--- src/design/tcpr_pkg.sv ---
// Shared types, codes and constants for the Reno congestion window block.
// No dependencies; used by every module under design/.
`timescale 1ns / 1ps
`default_nettype none

package tcpr_pkg;

  // remainder pipeline shape: STAGES * STEPS_PER_STAGE must equal WORD_W
  localparam int WORD_W          = 16;
  localparam int STAGES          = 4;
  localparam int STEPS_PER_STAGE = 4;

  localparam int ADDR_W = 4;
  localparam int DATA_W = 32;

  // register indexes (paddr[3:2])
  localparam logic [1:0] REG_SEGMENT   = 2'd0;
  localparam logic [1:0] REG_THRESHOLD = 2'd1;
  localparam logic [1:0] REG_SPACE     = 2'd2;

  // event codes
  localparam logic OP_ACK     = 1'b0;
  localparam logic OP_TIMEOUT = 1'b1;

  // phase codes
  localparam logic [1:0] PHASE_SS = 2'd0;
  localparam logic [1:0] PHASE_CA = 2'd1;
  localparam logic [1:0] PHASE_FR = 2'd2;

  localparam logic [7:0]  DUP_LIMIT = 8'd3;
  localparam logic [7:0]  DUP_MAX   = 8'd255;
  localparam logic [15:0] WIN_MAX   = 16'hFFFF;
  localparam logic [15:0] MIN_SPACE = 16'd2;

  // reset values
  localparam logic [15:0] RST_SEGMENT   = 16'd1024;
  localparam logic [15:0] RST_THRESHOLD = 16'd15360;
  localparam logic [15:0] RST_SPACE     = 16'd30720;
  localparam logic [15:0] RST_PEER_WIN  = 16'd1024;

  typedef struct packed {
    logic [15:0] segment_size;
    logic [15:0] initial_threshold;
    logic [15:0] sequence_space;
  } cfg_t;

  typedef struct packed {
    logic        seg_load;
    logic        thr_load;
    logic [15:0] data;
  } cfg_wr_t;

  // one event on its way through the remainder pipeline
  typedef struct packed {
    logic        opcode;
    logic [15:0] dvd;          // ack bits not yet shifted in, MSB first
    logic [15:0] rem;          // partial remainder, always below the space
    logic [15:0] peer_window;
  } item_t;

  // a space below two behaves as two
  function automatic logic [15:0] eff_space(input logic [15:0] s);
    return (s < MIN_SPACE) ? MIN_SPACE : s;
  endfunction

endpackage

`default_nettype wire

--- src/design/tcpr_cfg.sv ---
// APB register file: segment size, initial threshold, sequence space.
// Depends on tcpr_pkg.
`timescale 1ns / 1ps
`default_nettype none

module tcpr_cfg (
  input  wire logic                         clk,
  input  wire logic                         rst,
  input  wire logic                         psel,
  input  wire logic                         penable,
  input  wire logic                         pwrite,
  input  wire logic [tcpr_pkg::ADDR_W-1:0]  paddr,
  input  wire logic [tcpr_pkg::DATA_W-1:0]  pwdata,
  output logic      [tcpr_pkg::DATA_W-1:0]  prdata,
  output logic                              pready,
  output tcpr_pkg::cfg_t                    cfg,
  output tcpr_pkg::cfg_wr_t                 wr
);

  logic       wr_en;
  logic [1:0] reg_idx;

  assign pready  = 1'b1;
  assign wr_en   = psel && penable && pwrite;
  assign reg_idx = paddr[3:2];

  always_comb begin
    wr.seg_load = 1'b0;
    wr.thr_load = 1'b0;
    wr.data     = pwdata[15:0];
    if (wr_en) begin
      unique case (reg_idx)
        tcpr_pkg::REG_SEGMENT:   wr.seg_load = 1'b1;
        tcpr_pkg::REG_THRESHOLD: wr.thr_load = 1'b1;
        default: ;
      endcase
    end
  end

  always_ff @(posedge clk) begin
    if (rst) begin
      cfg.segment_size      <= tcpr_pkg::RST_SEGMENT;
      cfg.initial_threshold <= tcpr_pkg::RST_THRESHOLD;
      cfg.sequence_space    <= tcpr_pkg::RST_SPACE;
    end else if (wr_en) begin
      unique case (reg_idx)
        tcpr_pkg::REG_SEGMENT:   cfg.segment_size      <= pwdata[15:0];
        tcpr_pkg::REG_THRESHOLD: cfg.initial_threshold <= pwdata[15:0];
        tcpr_pkg::REG_SPACE:     cfg.sequence_space    <= pwdata[15:0];
        default: ;
      endcase
    end
  end

  always_comb begin
    prdata = '0;
    unique case (reg_idx)
      tcpr_pkg::REG_SEGMENT:   prdata = {16'd0, cfg.segment_size};
      tcpr_pkg::REG_THRESHOLD: prdata = {16'd0, cfg.initial_threshold};
      tcpr_pkg::REG_SPACE:     prdata = {16'd0, cfg.sequence_space};
      default:                 prdata = '0;
    endcase
  end

endmodule

`default_nettype wire

--- src/design/tcpr_mod_stage.sv ---
// One stage of the ack-modulo-space pipeline: a few restoring remainder
// steps and a stage register with its own valid. Depends on tcpr_pkg.
`timescale 1ns / 1ps
`default_nettype none

module tcpr_mod_stage (
  input  wire logic           clk,
  input  wire logic           rst,
  input  wire logic [15:0]    space,
  input  wire logic           up_valid,
  output logic                up_ready,
  input  wire tcpr_pkg::item_t up_item,
  output logic                dn_valid,
  input  wire logic           dn_ready,
  output tcpr_pkg::item_t     dn_item
);

  tcpr_pkg::item_t nxt;
  logic            en;

  always_comb begin
    logic [16:0] t;
    nxt = up_item;
    for (int i = 0; i < tcpr_pkg::STEPS_PER_STAGE; i++) begin
      t = {nxt.rem, nxt.dvd[15]};
      nxt.dvd = {nxt.dvd[14:0], 1'b0};
      if (t >= {1'b0, space}) begin
        t = t - {1'b0, space};
      end
      nxt.rem = t[15:0];
    end
  end

  // stage loads when empty or when its content moves on
  assign en       = !dn_valid || dn_ready;
  assign up_ready = en;

  always_ff @(posedge clk) begin
    if (rst) begin
      dn_valid <= 1'b0;
    end else if (en) begin
      dn_valid <= up_valid;
    end
  end

  always_ff @(posedge clk) begin
    if (en && up_valid) begin
      dn_item <= nxt;
    end
  end

endmodule

`default_nettype wire

--- src/design/tcpr_core.sv ---
// Congestion window state update and result register.
// Depends on tcpr_pkg; takes items with the ack already reduced mod space.
`timescale 1ns / 1ps
`default_nettype none

module tcpr_core (
  input  wire logic              clk,
  input  wire logic              rst,
  input  wire tcpr_pkg::cfg_t    cfg,
  input  wire tcpr_pkg::cfg_wr_t wr,
  input  wire logic              item_valid,
  output logic                   item_ready,
  input  wire tcpr_pkg::item_t   item,
  output logic                   result_valid,
  input  wire logic              result_ready,
  output logic [15:0]            window_now,
  output logic [15:0]            threshold_now,
  output logic [1:0]             phase,
  output logic [7:0]             duplicates,
  output logic [15:0]            send_limit,
  output logic                   retransmit,
  output logic [15:0]            acked_upto
);

  logic [15:0] cong_window,  cong_window_next;
  logic [15:0] slow_threshold, slow_threshold_next;
  logic [1:0]  phase_reg,    phase_reg_next;
  logic [7:0]  dup_count,    dup_count_next;
  logic [15:0] last_acked,   last_acked_next;
  logic [15:0] previous_ack, previous_ack_next;
  logic [15:0] peer_window_reg, peer_window_reg_next;
  logic        retx_next;

  logic        en, fire;
  logic [15:0] half, seg, halved, ss_window, ca_window, fr_window;
  logic [7:0]  dup_inc;

  function automatic logic [15:0] sat16(input logic [18:0] v);
    return (v > {3'd0, tcpr_pkg::WIN_MAX}) ? tcpr_pkg::WIN_MAX : v[15:0];
  endfunction

  assign en         = !result_valid || result_ready;
  assign item_ready = en;
  assign fire       = item_valid && en;

  assign seg    = cfg.segment_size;
  assign half   = tcpr_pkg::eff_space(cfg.sequence_space) >> 1;
  assign halved = ((cong_window >> 1) > seg) ? (cong_window >> 1) : seg;

  assign ss_window = sat16({3'd0, cong_window} + {3'd0, seg});
  assign ca_window = sat16({3'd0, cong_window} + 19'd1);
  // halved + 3 * seg
  assign fr_window = sat16({3'd0, halved} + {3'd0, seg} + {2'd0, seg, 1'b0});
  assign dup_inc   = (dup_count == tcpr_pkg::DUP_MAX) ? dup_count : dup_count + 8'd1;

  always_comb begin
    cong_window_next     = cong_window;
    slow_threshold_next  = slow_threshold;
    phase_reg_next       = phase_reg;
    dup_count_next       = dup_count;
    last_acked_next      = last_acked;
    previous_ack_next    = previous_ack;
    peer_window_reg_next = peer_window_reg;
    retx_next            = 1'b0;

    if (item.opcode == tcpr_pkg::OP_ACK) begin
      // wrapped ack replaces a high mark; otherwise keep the larger
      if (item.rem < half && last_acked > half) begin
        last_acked_next = item.rem;
      end else if (item.rem > last_acked) begin
        last_acked_next = item.rem;
      end
      peer_window_reg_next = item.peer_window;

      if (last_acked_next != previous_ack) begin
        dup_count_next = '0;
        case (phase_reg)
          tcpr_pkg::PHASE_SS: begin
            cong_window_next = ss_window;
            if (ss_window >= slow_threshold) begin
              phase_reg_next = tcpr_pkg::PHASE_CA;
            end
          end
          tcpr_pkg::PHASE_CA: cong_window_next = ca_window;
          default: begin
            // leaving recovery: deflate to threshold
            cong_window_next = slow_threshold;
            phase_reg_next   = tcpr_pkg::PHASE_CA;
          end
        endcase
      end else if (phase_reg == tcpr_pkg::PHASE_SS || phase_reg == tcpr_pkg::PHASE_CA) begin
        dup_count_next = dup_inc;
        if (dup_inc >= tcpr_pkg::DUP_LIMIT) begin
          phase_reg_next      = tcpr_pkg::PHASE_FR;
          slow_threshold_next = halved;
          cong_window_next    = fr_window;
          retx_next           = 1'b1;
        end
      end else begin
        // duplicate in recovery inflates by one segment
        cong_window_next = ss_window;
      end
      previous_ack_next = last_acked_next;
    end else begin
      slow_threshold_next = halved;
      cong_window_next    = seg;
      dup_count_next      = '0;
      phase_reg_next      = tcpr_pkg::PHASE_SS;
      retx_next           = 1'b1;
    end
  end

  always_ff @(posedge clk) begin
    if (rst) begin
      cong_window     <= tcpr_pkg::RST_SEGMENT;
      slow_threshold  <= tcpr_pkg::RST_THRESHOLD;
      phase_reg       <= tcpr_pkg::PHASE_SS;
      dup_count       <= '0;
      last_acked      <= '0;
      previous_ack    <= '0;
      peer_window_reg <= tcpr_pkg::RST_PEER_WIN;
      result_valid    <= 1'b0;
    end else begin
      if (wr.seg_load) begin
        cong_window <= wr.data;
      end else if (fire) begin
        cong_window <= cong_window_next;
      end
      if (wr.thr_load) begin
        slow_threshold <= wr.data;
      end else if (fire) begin
        slow_threshold <= slow_threshold_next;
      end
      if (fire) begin
        phase_reg       <= phase_reg_next;
        dup_count       <= dup_count_next;
        last_acked      <= last_acked_next;
        previous_ack    <= previous_ack_next;
        peer_window_reg <= peer_window_reg_next;
      end
      if (en) begin
        result_valid <= item_valid;
      end
    end
  end

  always_ff @(posedge clk) begin
    if (fire) begin
      retransmit <= retx_next;
      send_limit <= (peer_window_reg_next < cong_window_next) ?
                    peer_window_reg_next : cong_window_next;
    end
  end

  // state moves on fire or APB writes, so it stands as the pending result
  assign window_now    = cong_window;
  assign threshold_now = slow_threshold;
  assign phase         = phase_reg;
  assign duplicates    = dup_count;
  assign acked_upto    = last_acked;

  a_fr_has_dups: assert property (@(posedge clk) disable iff (rst)
    phase_reg == tcpr_pkg::PHASE_FR |-> dup_count >= tcpr_pkg::DUP_LIMIT)
    else $error("recovery without three duplicates");

  a_limit_le_window: assert property (@(posedge clk) disable iff (rst)
    result_valid |-> send_limit <= window_now)
    else $error("send limit above window");

  a_timeout_resets: assert property (@(posedge clk) disable iff (rst)
    fire && item.opcode == tcpr_pkg::OP_TIMEOUT && !wr.seg_load |=>
      cong_window == $past(seg) && phase_reg == tcpr_pkg::PHASE_SS && retransmit)
    else $error("timeout did not reset window");

  a_retx_phase: assert property (@(posedge clk) disable iff (rst)
    result_valid && retransmit |->
      phase_reg == tcpr_pkg::PHASE_SS || phase_reg == tcpr_pkg::PHASE_FR)
    else $error("retransmit outside slow start or recovery");

endmodule

`default_nettype wire

--- src/design/tcp_reno_congestion_control_top.sv ---
// Top level of the Reno congestion window block: APB registers, the
// ack remainder pipeline and the window update. Depends on tcpr_pkg,
// tcpr_cfg, tcpr_mod_stage and tcpr_core.
//
//   channel  | handshake                     | payload
//   ---------+-------------------------------+------------------------------------
//   event    | event_valid / event_ready     | opcode, ack_number, peer_window
//   result   | result_valid / result_ready   | window_now, threshold_now, phase,
//            |                               | duplicates, send_limit, retransmit,
//            |                               | acked_upto
//   config   | APB psel/penable/pwrite       | paddr, pwdata, prdata, pready
//
// Throughput: one item per cycle unless result_ready stalls a full pipeline.
//   Each item passes four remainder stages of four steps each, the first one
//   loaded at acceptance, then the update register that raises result_valid.
// The ack is reduced modulo the sequence space by restoring remainder steps,
//   one bit a step; that chain sets the pipeline depth.
// Each stage holds its item while the next is full, so bubbles still fill
//   when result_ready is low; event_ready drops only once every stage is full.
// Synchronous reset clears all control and window state; no clearing pass.
`timescale 1ns / 1ps
`default_nettype none

module tcp_reno_congestion_control_top (
  input  wire logic                         clk,
  input  wire logic                         rst,
  // config
  input  wire logic                         psel,
  input  wire logic                         penable,
  input  wire logic                         pwrite,
  input  wire logic [tcpr_pkg::ADDR_W-1:0]  paddr,
  input  wire logic [tcpr_pkg::DATA_W-1:0]  pwdata,
  output logic      [tcpr_pkg::DATA_W-1:0]  prdata,
  output logic                              pready,
  // events
  input  wire logic                         event_valid,
  output logic                              event_ready,
  input  wire logic                         opcode,
  input  wire logic [15:0]                  ack_number,
  input  wire logic [15:0]                  peer_window,
  // results
  output logic                              result_valid,
  input  wire logic                         result_ready,
  output logic [15:0]                       window_now,
  output logic [15:0]                       threshold_now,
  output logic [1:0]                        phase,
  output logic [7:0]                        duplicates,
  output logic [15:0]                       send_limit,
  output logic                              retransmit,
  output logic [15:0]                       acked_upto
);

  tcpr_pkg::cfg_t    cfg;
  tcpr_pkg::cfg_wr_t wr;
  logic [15:0]       space;

  // stage k sits between chain slot k and slot k+1
  tcpr_pkg::item_t st_item  [tcpr_pkg::STAGES+1];
  logic            st_valid [tcpr_pkg::STAGES+1];
  logic            st_ready [tcpr_pkg::STAGES+1];

  tcpr_cfg u_cfg (
    .clk     (clk),
    .rst     (rst),
    .psel    (psel),
    .penable (penable),
    .pwrite  (pwrite),
    .paddr   (paddr),
    .pwdata  (pwdata),
    .prdata  (prdata),
    .pready  (pready),
    .cfg     (cfg),
    .wr      (wr)
  );

  assign space = tcpr_pkg::eff_space(cfg.sequence_space);

  // entry: remainder starts at zero, ack bits feed in MSB first
  assign st_valid[0]         = event_valid;
  assign st_item[0].opcode   = opcode;
  assign st_item[0].dvd      = ack_number;
  assign st_item[0].rem      = '0;
  assign st_item[0].peer_window = peer_window;
  assign event_ready         = st_ready[0];

  for (genvar k = 0; k < tcpr_pkg::STAGES; k++) begin : g_mod
    tcpr_mod_stage u_stage (
      .clk      (clk),
      .rst      (rst),
      .space    (space),
      .up_valid (st_valid[k]),
      .up_ready (st_ready[k]),
      .up_item  (st_item[k]),
      .dn_valid (st_valid[k+1]),
      .dn_ready (st_ready[k+1]),
      .dn_item  (st_item[k+1])
    );
  end

  tcpr_core u_core (
    .clk           (clk),
    .rst           (rst),
    .cfg           (cfg),
    .wr            (wr),
    .item_valid    (st_valid[tcpr_pkg::STAGES]),
    .item_ready    (st_ready[tcpr_pkg::STAGES]),
    .item          (st_item[tcpr_pkg::STAGES]),
    .result_valid  (result_valid),
    .result_ready  (result_ready),
    .window_now    (window_now),
    .threshold_now (threshold_now),
    .phase         (phase),
    .duplicates    (duplicates),
    .send_limit    (send_limit),
    .retransmit    (retransmit),
    .acked_upto    (acked_upto)
  );

endmodule

`default_nettype wire

--- config.mk ---
export PLATFORM = sky130hd
export DESIGN_NAME = tcp_reno_congestion_control_top
export DESIGN_NICKNAME = d
export VERILOG_FILES = /design/src/design/tcpr_pkg.sv /design/src/design/tcpr_cfg.sv /design/src/design/tcpr_mod_stage.sv /design/src/design/tcpr_core.sv /design/src/design/tcp_reno_congestion_control_top.sv
export SDC_FILE = /design/constraint.sdc
export NUM_CORES = 1
export LEC_CHECK = 0
export BUFFER_PORTS_ARGS = -buffer_cell sky130_fd_sc_hd__buf_2
export CORE_MARGIN = 3
export CORE_UTILIZATION = 25
export CTS_BUF_LIST = sky130_fd_sc_hd__clkbuf_4
export DETAILED_ROUTE_END_ITERATION = 7
export PLACE_DENSITY = 0.47
export SYNTH_ARGS = -nofsm -noshare
export SYNTH_HDL_FRONTEND = slang
export SYNTH_SLANG_ARGS = --single-unit
--- constraint.sdc ---
create_clock -name clk -period 15.45 [get_ports clk]
set_clock_uncertainty 0.05 [all_clocks]
set_input_delay 0.7725 -clock clk [delete_from_list [all_inputs] [get_ports clk]]
set_output_delay 0.7725 -clock clk [all_outputs]
set_load 0.005 [all_outputs]
==> results of run 1 <==
-- routing by layer --
layer / global-route usage [%] / part of all wire (%) / up-vias
met2: 27.61 / 45 / 759
met3: 3.085 / 6.1 / 155
met4: 5.033 / 2.8 / 0
li1: - / - / 13780
met5: 0 / 0 / -
met1: 23.14 / 46 / 13230
-- stage by stage --
step                      instances  utilization [%]  instance area [um^2]
after CTS                      5484            28.96                 34880
after floorplan                3579                -                 30580
after detailed placement       5279            27.66                 33310
after global placement         5279            27.66                 33310
final                          5488            28.97                 34890
after global routing           5488            28.97                 34890
-- area by class of cell --
class | count | area, um^2
fill | 13090 | 85560
multi-input combinational | 2946 | 21530
sequential | 300 | 7737
tap | 1612 | 2017
timing repair buffer | 254 | 1627
clock buffer | 139 | 1044
inverter | 204 | 765.7
clock inverter | 29 | 156.4
antenna | 4 | 10.01
-- cell usage in the layout (no fill, tap or decap), types with 24 or more instances in the layout --
cell type	count
nor4_1	24
conb_1	24
o22ai_1	25
o21bai_1	32
nor3_1	75
nand4_1	70
o31ai_1	25
dfxtp_1	127
xnor2_1	162
mux2_2	129
a21o_1	84
or3_1	25
edfxtp_1	173
a211oi_1	50
mux2i_1	85
o211ai_1	39
nor2b_1	52
dlygate4sd3_1	37
xor2_1	63
buf_4	68
buf_2	149
o21a_1	69
a31oi_1	27
inv_1	202
clkbuf_4	139
ha_1	383
o21ai_0	182
a21oi_1	304
nor2_1	283
nand2_1	302
nand3_1	65
nand2b_1	39
-- cell families (layout without fill, tap and decap cells) --
group	count (synthesis)	after routing	synth area share [%]
buffers and inverters	333	626	4.501
DFF	300	300	25.37
muxes	231	231	8.304
adders and majority gates	401	401	16.90
xor gates and xnor gates	225	225	6.462
other	2	28	0.02463
and+or+nand+nor	1027	1027	15.92
AOI/OAI and AO/OA	1038	1038	22.52
-- worst paths after layout --
check / from / to / slack, ns / depth (start not counted)
worst max-delay path: u_cfg.cfg[10] / g_mod[1].u_stage.dn_item[19] / 1.61 / 49
worst min-delay path: pwdata[8] / u_cfg.cfg[8] / 0.14 / 3
worst max register to register: u_cfg.cfg[10] / g_mod[1].u_stage.dn_item[19] / 1.61 / 49
worst min register to register: g_mod[2].u_stage.dn_item[1] / g_mod[3].u_stage.dn_item[1] / 0.35 / 0
-- worst register-to-register path, delay by kind of cell, from the launching register on --
kind	cells	cell delay, ns
AOI/OAI and AO/OA	23	6.16
adders and majority gates	4	1.39
buffers and inverters	6	1.24
DFF	1	0.41
muxes	2	0.57
and+or+nand+nor	14	3.75
-- repair_timing --
item                      CTS  global route
hold endpoints to repair   40             0
hold buffers               37             0
gates resized for setup     0             0
buffers inserted            0             0
==> impl_metrics.json, run 1 <==
{
  "outcome": "finished, final reports clean",
  "top_register": "g_mod.u_stage.dn_item",
  "netlist.top_cell.by_area": "edfxtp_1",
  "io_pins": 186,
  "netlist_top_cells_count": "ha_1, a21oi_1, nand2_1",
  "dr.first_iter.drc_count": 1805,
  "area_growth_pct": 14.41,
  "period_share_pct": 89.55,
  "cp-start-kind": "flip-flop",
  "coreArea_um2": 120400,
  "clk_path_buf_depth": 3,
  "hpwl_um": 84970,
  "h-tree-depth": 3,
  "avgSynthCellArea_um2": 8.573,
  "path_clk_slew_ns": 0.07,
  "die_y_um": 355.3,
  "end_kind": "flip-flop",
  "grt_max_degree": 70,
  "synth.top_cell.area_share_pct": 17.04,
  "yosys_warnings": 0,
  "initial_core_util_pct": 25.32,
  "async_flop_share_pct": 0,
  "rsz0062_at_grt": "no",
  "setup_viol": 0,
  "crit_required_ns": 15.98,
  "fin_hold_ws_ns": 0.1444,
  "grt_pass1_vias": 26920,
  "tns_ns": 0,
  "drv_slew": 0,
  "largest_register_ffs": 156,
  "tightest_slew_ns": 1.058,
  "max_freq_ghz": 0.07228,
  "cts_buffers": 92,
  "critPathMaxStageDelay_ns": 0.55,
  "post-synth-top-count-cell": "ha_1",
  "critical_path_class": "flip-flop to flip-flop",
  "cp_top_family": "compound AO/OA/AOI/OAI gates",
  "grt_pass1_wl_um": 165700,
  "grt_overflow_total": 0,
  "cts_sinks": 300,
  "synthDistinctLibCells": 100,
  "dr_total_vias": 27920,
  "setup_ws_ns": 1.614,
  "via_per_inst": 5.087,
  "antenna_found_initial": 5,
  "hp-class": "primary input to flip-flop",
  "nets": 4275,
  "synthCells": 3557,
  "reg_top3": "g_mod.u_stage.dn_item (156), u_cfg.cfg (48)",
  "routabilityCongestion": 0.9217,
  "synth_edf_count": 173,
  "ys_seq_elements": 300,
  "max_cap_viol_count": 0,
  "routed_wl_um": 110700,
  "firstDrtPassIters": 5,
  "io_buffers": 150,
  "wl_per_cell_um": 20.16,
  "drive_above_1_share_pct": 14.70,
  "critPathSlowestCell": "nand4_1",
  "grtUsageTotal_pct": 17.08,
  "cts_tree": "yes",
  "crit_fanout": 23,
  "die_x_um": 355.3,
  "ys_top_cells_by_area": "edfxtp_1, ha_1, dfxtp_1",
  "num_rows": 127,
  "drc": 0,
  "synthFlopType": "edfxtp_1",
  "path_buf_inv": 6,
  "detail-route-antenna-nets": 0,
  "arrival_ns": 14.36,
  "dp_slack_ns": 1.814,
  "timing_hold_violations_final": 0,
  "cp_common_cell": "buf_4",
  "clockRootBuffer": "clkbuf_4",
  "insertion_delay_ns": 0.92,
  "period_needed_ns": 13.84,
  "relSlewSlack_pct": 29.26,
  "die_area_um2": 126200,
  "netlist_area_um2": 30500,
  "ys_seq_area_share_pct": 25.37
}
Power of run 1 is left out: the tool's default activity adds up to more than one toggle a clock period on the data nets, which glitch-free logic cannot reach.
==> inputs of run 2 (changes only) <==
--- a/config.mk
+++ b/config.mk
@@ -11,6 +11,7 @@
 export CTS_BUF_LIST = sky130_fd_sc_hd__clkbuf_4
 export DETAILED_ROUTE_END_ITERATION = 7
 export PLACE_DENSITY = 0.47
+export RECOVER_POWER = 50
 export SYNTH_ARGS = -nofsm -noshare
 export SYNTH_HDL_FRONTEND = slang
 export SYNTH_SLANG_ARGS = --single-unit
==> run 2 against run 1 <==
Compared with the run above:
- final cell count stayed put
- register-to-register slack hardly changed
- wire length barely moved
- critical path type unchanged
- the run now ends with max-capacitance violations, max-slew violations left
==> impl_metrics.json, run 2 (synthesis results as in run 1) <==
{
  "use_met1_pct": 23.14,
  "max_cap_viol_count": 8,
  "end_kind": "flip-flop",
  "post_cts_resized": 0,
  "outcome": "finished, violations left",
  "detail-route-antenna-nets": 0,
  "grt_overflow_total": 0,
  "grtUsageTotal_pct": 17.08,
  "grt_pass1_wl_um": 165700,
  "arrival_ns": 14.36,
  "clk_path_buf_depth": 3,
  "post_cts_buffers": 0,
  "timing_hold_violations_final": 0,
  "cp-start-kind": "flip-flop",
  "io_pins": 186,
  "rsz0062_at_grt": "no",
  "reg_top3": "g_mod.u_stage.dn_item (156), u_cfg.cfg (48)",
  "crit_required_ns": 15.99,
  "cp_common_cell": "buf_4",
  "critPathMaxStageDelay_ns": 0.56,
  "antenna_found_initial": 5,
  "io_buffers": 150,
  "finish.utilization_pct": 28.92,
  "grt_use_met2_pct": 27.61,
  "wl_per_cell_um": 20.16,
  "max_freq_ghz": 0.07235,
  "routabilityCongestion": 0.9217,
  "drive_above_1_share_pct": 14.00,
  "via_per_inst": 5.081,
  "tightest_slew_ns": 3.197,
  "die_y_um": 355.3,
  "dr_total_vias": 27890,
  "layout_common_cells": "ha_1, a21oi_1, nand2_1",
  "die_x_um": 355.3,
  "setup_viol": 0,
  "dr.first_iter.drc_count": 1852,
  "busiest_layer": "met2",
  "critical_path_class": "flip-flop to flip-flop",
  "largest_register_ffs": 156,
  "layout_commonest_cell": "ha_1",
  "critPathSlowestCell": "nand4_1",
  "grtUsageMet3_pct": 3.085,
  "period_needed_ns": 13.82,
  "hp-class": "primary input to flip-flop",
  "tns_ns": 0,
  "period_share_pct": 89.46,
  "cts_tree": "yes",
  "stdcell_count": 5488,
  "grt_pass1_vias": 26920,
  "hpwl_um": 84970,
  "top_register": "g_mod.u_stage.dn_item",
  "hold_buffers": 37,
  "drc": 0,
  "grt_max_degree": 70,
  "insertion_delay_ns": 0.93,
  "firstDrtPassIters": 5,
  "violations": "max-capacitance violations, max-slew violations",
  "cts_buffers": 92,
  "die_area_um2": 126200,
  "coreArea_um2": 120400,
  "h-tree-depth": 3,
  "initial_core_util_pct": 25.32,
  "crit_fanout": 23,
  "routed_wl_um": 110700,
  "area_growth_pct": 14.22,
  "path_clk_slew_ns": 0.07,
  "clockRootBuffer": "clkbuf_4",
  "num_rows": 127,
  "cts_sinks": 300,
  "drv_slew": 303,
  "place_inst": 5279,
  "relSlewSlack_pct": -113.1,
  "nets": 4275
}
-- run 2: final timing paths --
path,from,end,slack [ns],cells after the start
hold reg to reg,g_mod[2].u_stage.dn_item[1],g_mod[3].u_stage.dn_item[1],0.35,0
hold / removal,pwdata[6],u_cfg.cfg[6],0.14,3
setup reg to reg,u_cfg.cfg[10],g_mod[1].u_stage.dn_item[19],1.63,49
setup / recovery,u_cfg.cfg[10],g_mod[1].u_stage.dn_item[19],1.63,49
-- run 2: metal layers --
layer  vias to the layer above  share of wire (%)  wire, um
li1                      13770                  -         -
met1                     13210                 46     51170
met2                       758                 45     49570
met3                       149                6.2      6864
met4                         0                2.8      3053
met5                         -                  0         0
-- run 2: area by class of cell --
cell class | count | area (um^2)
Clock inverter | 29 | 156.4
Tap cell | 1612 | 2017
Sequential cell | 300 | 7737
Clock buffer | 139 | 1044
Inverter | 204 | 765.7
Timing Repair Buffer | 254 | 1577
Fill cell | 13090 | 85620
Multi-Input combinational cell | 2946 | 21520
Antenna cell | 4 | 10.01
-- run 2: through the flow --
step	area, um^2	hold WS (ns)	setup slack, ns
finish	34830	0.1379	1.628
global route	34830	0.03983	0.8405
CTS	34880	0.009589	1.750
detailed placement	33310	0.3545	1.814
global placement	33310	0.3537	1.807
floorplan	30580	0.3503	3.458
-- run 2: critical path, delay by kind of cell (launching register included) --
family / cells / cell delay [ns]
buffers and inverters: 6 / 1.23
AND/OR/NAND/NOR: 14 / 3.76
adder cells (fa/ha/maj): 4 / 1.36
multiplexers: 2 / 0.56
AO/OA/AOI/OAI: 23 / 6.10
flip-flops: 1 / 0.41
Power of run 2 is left out for the same reason.
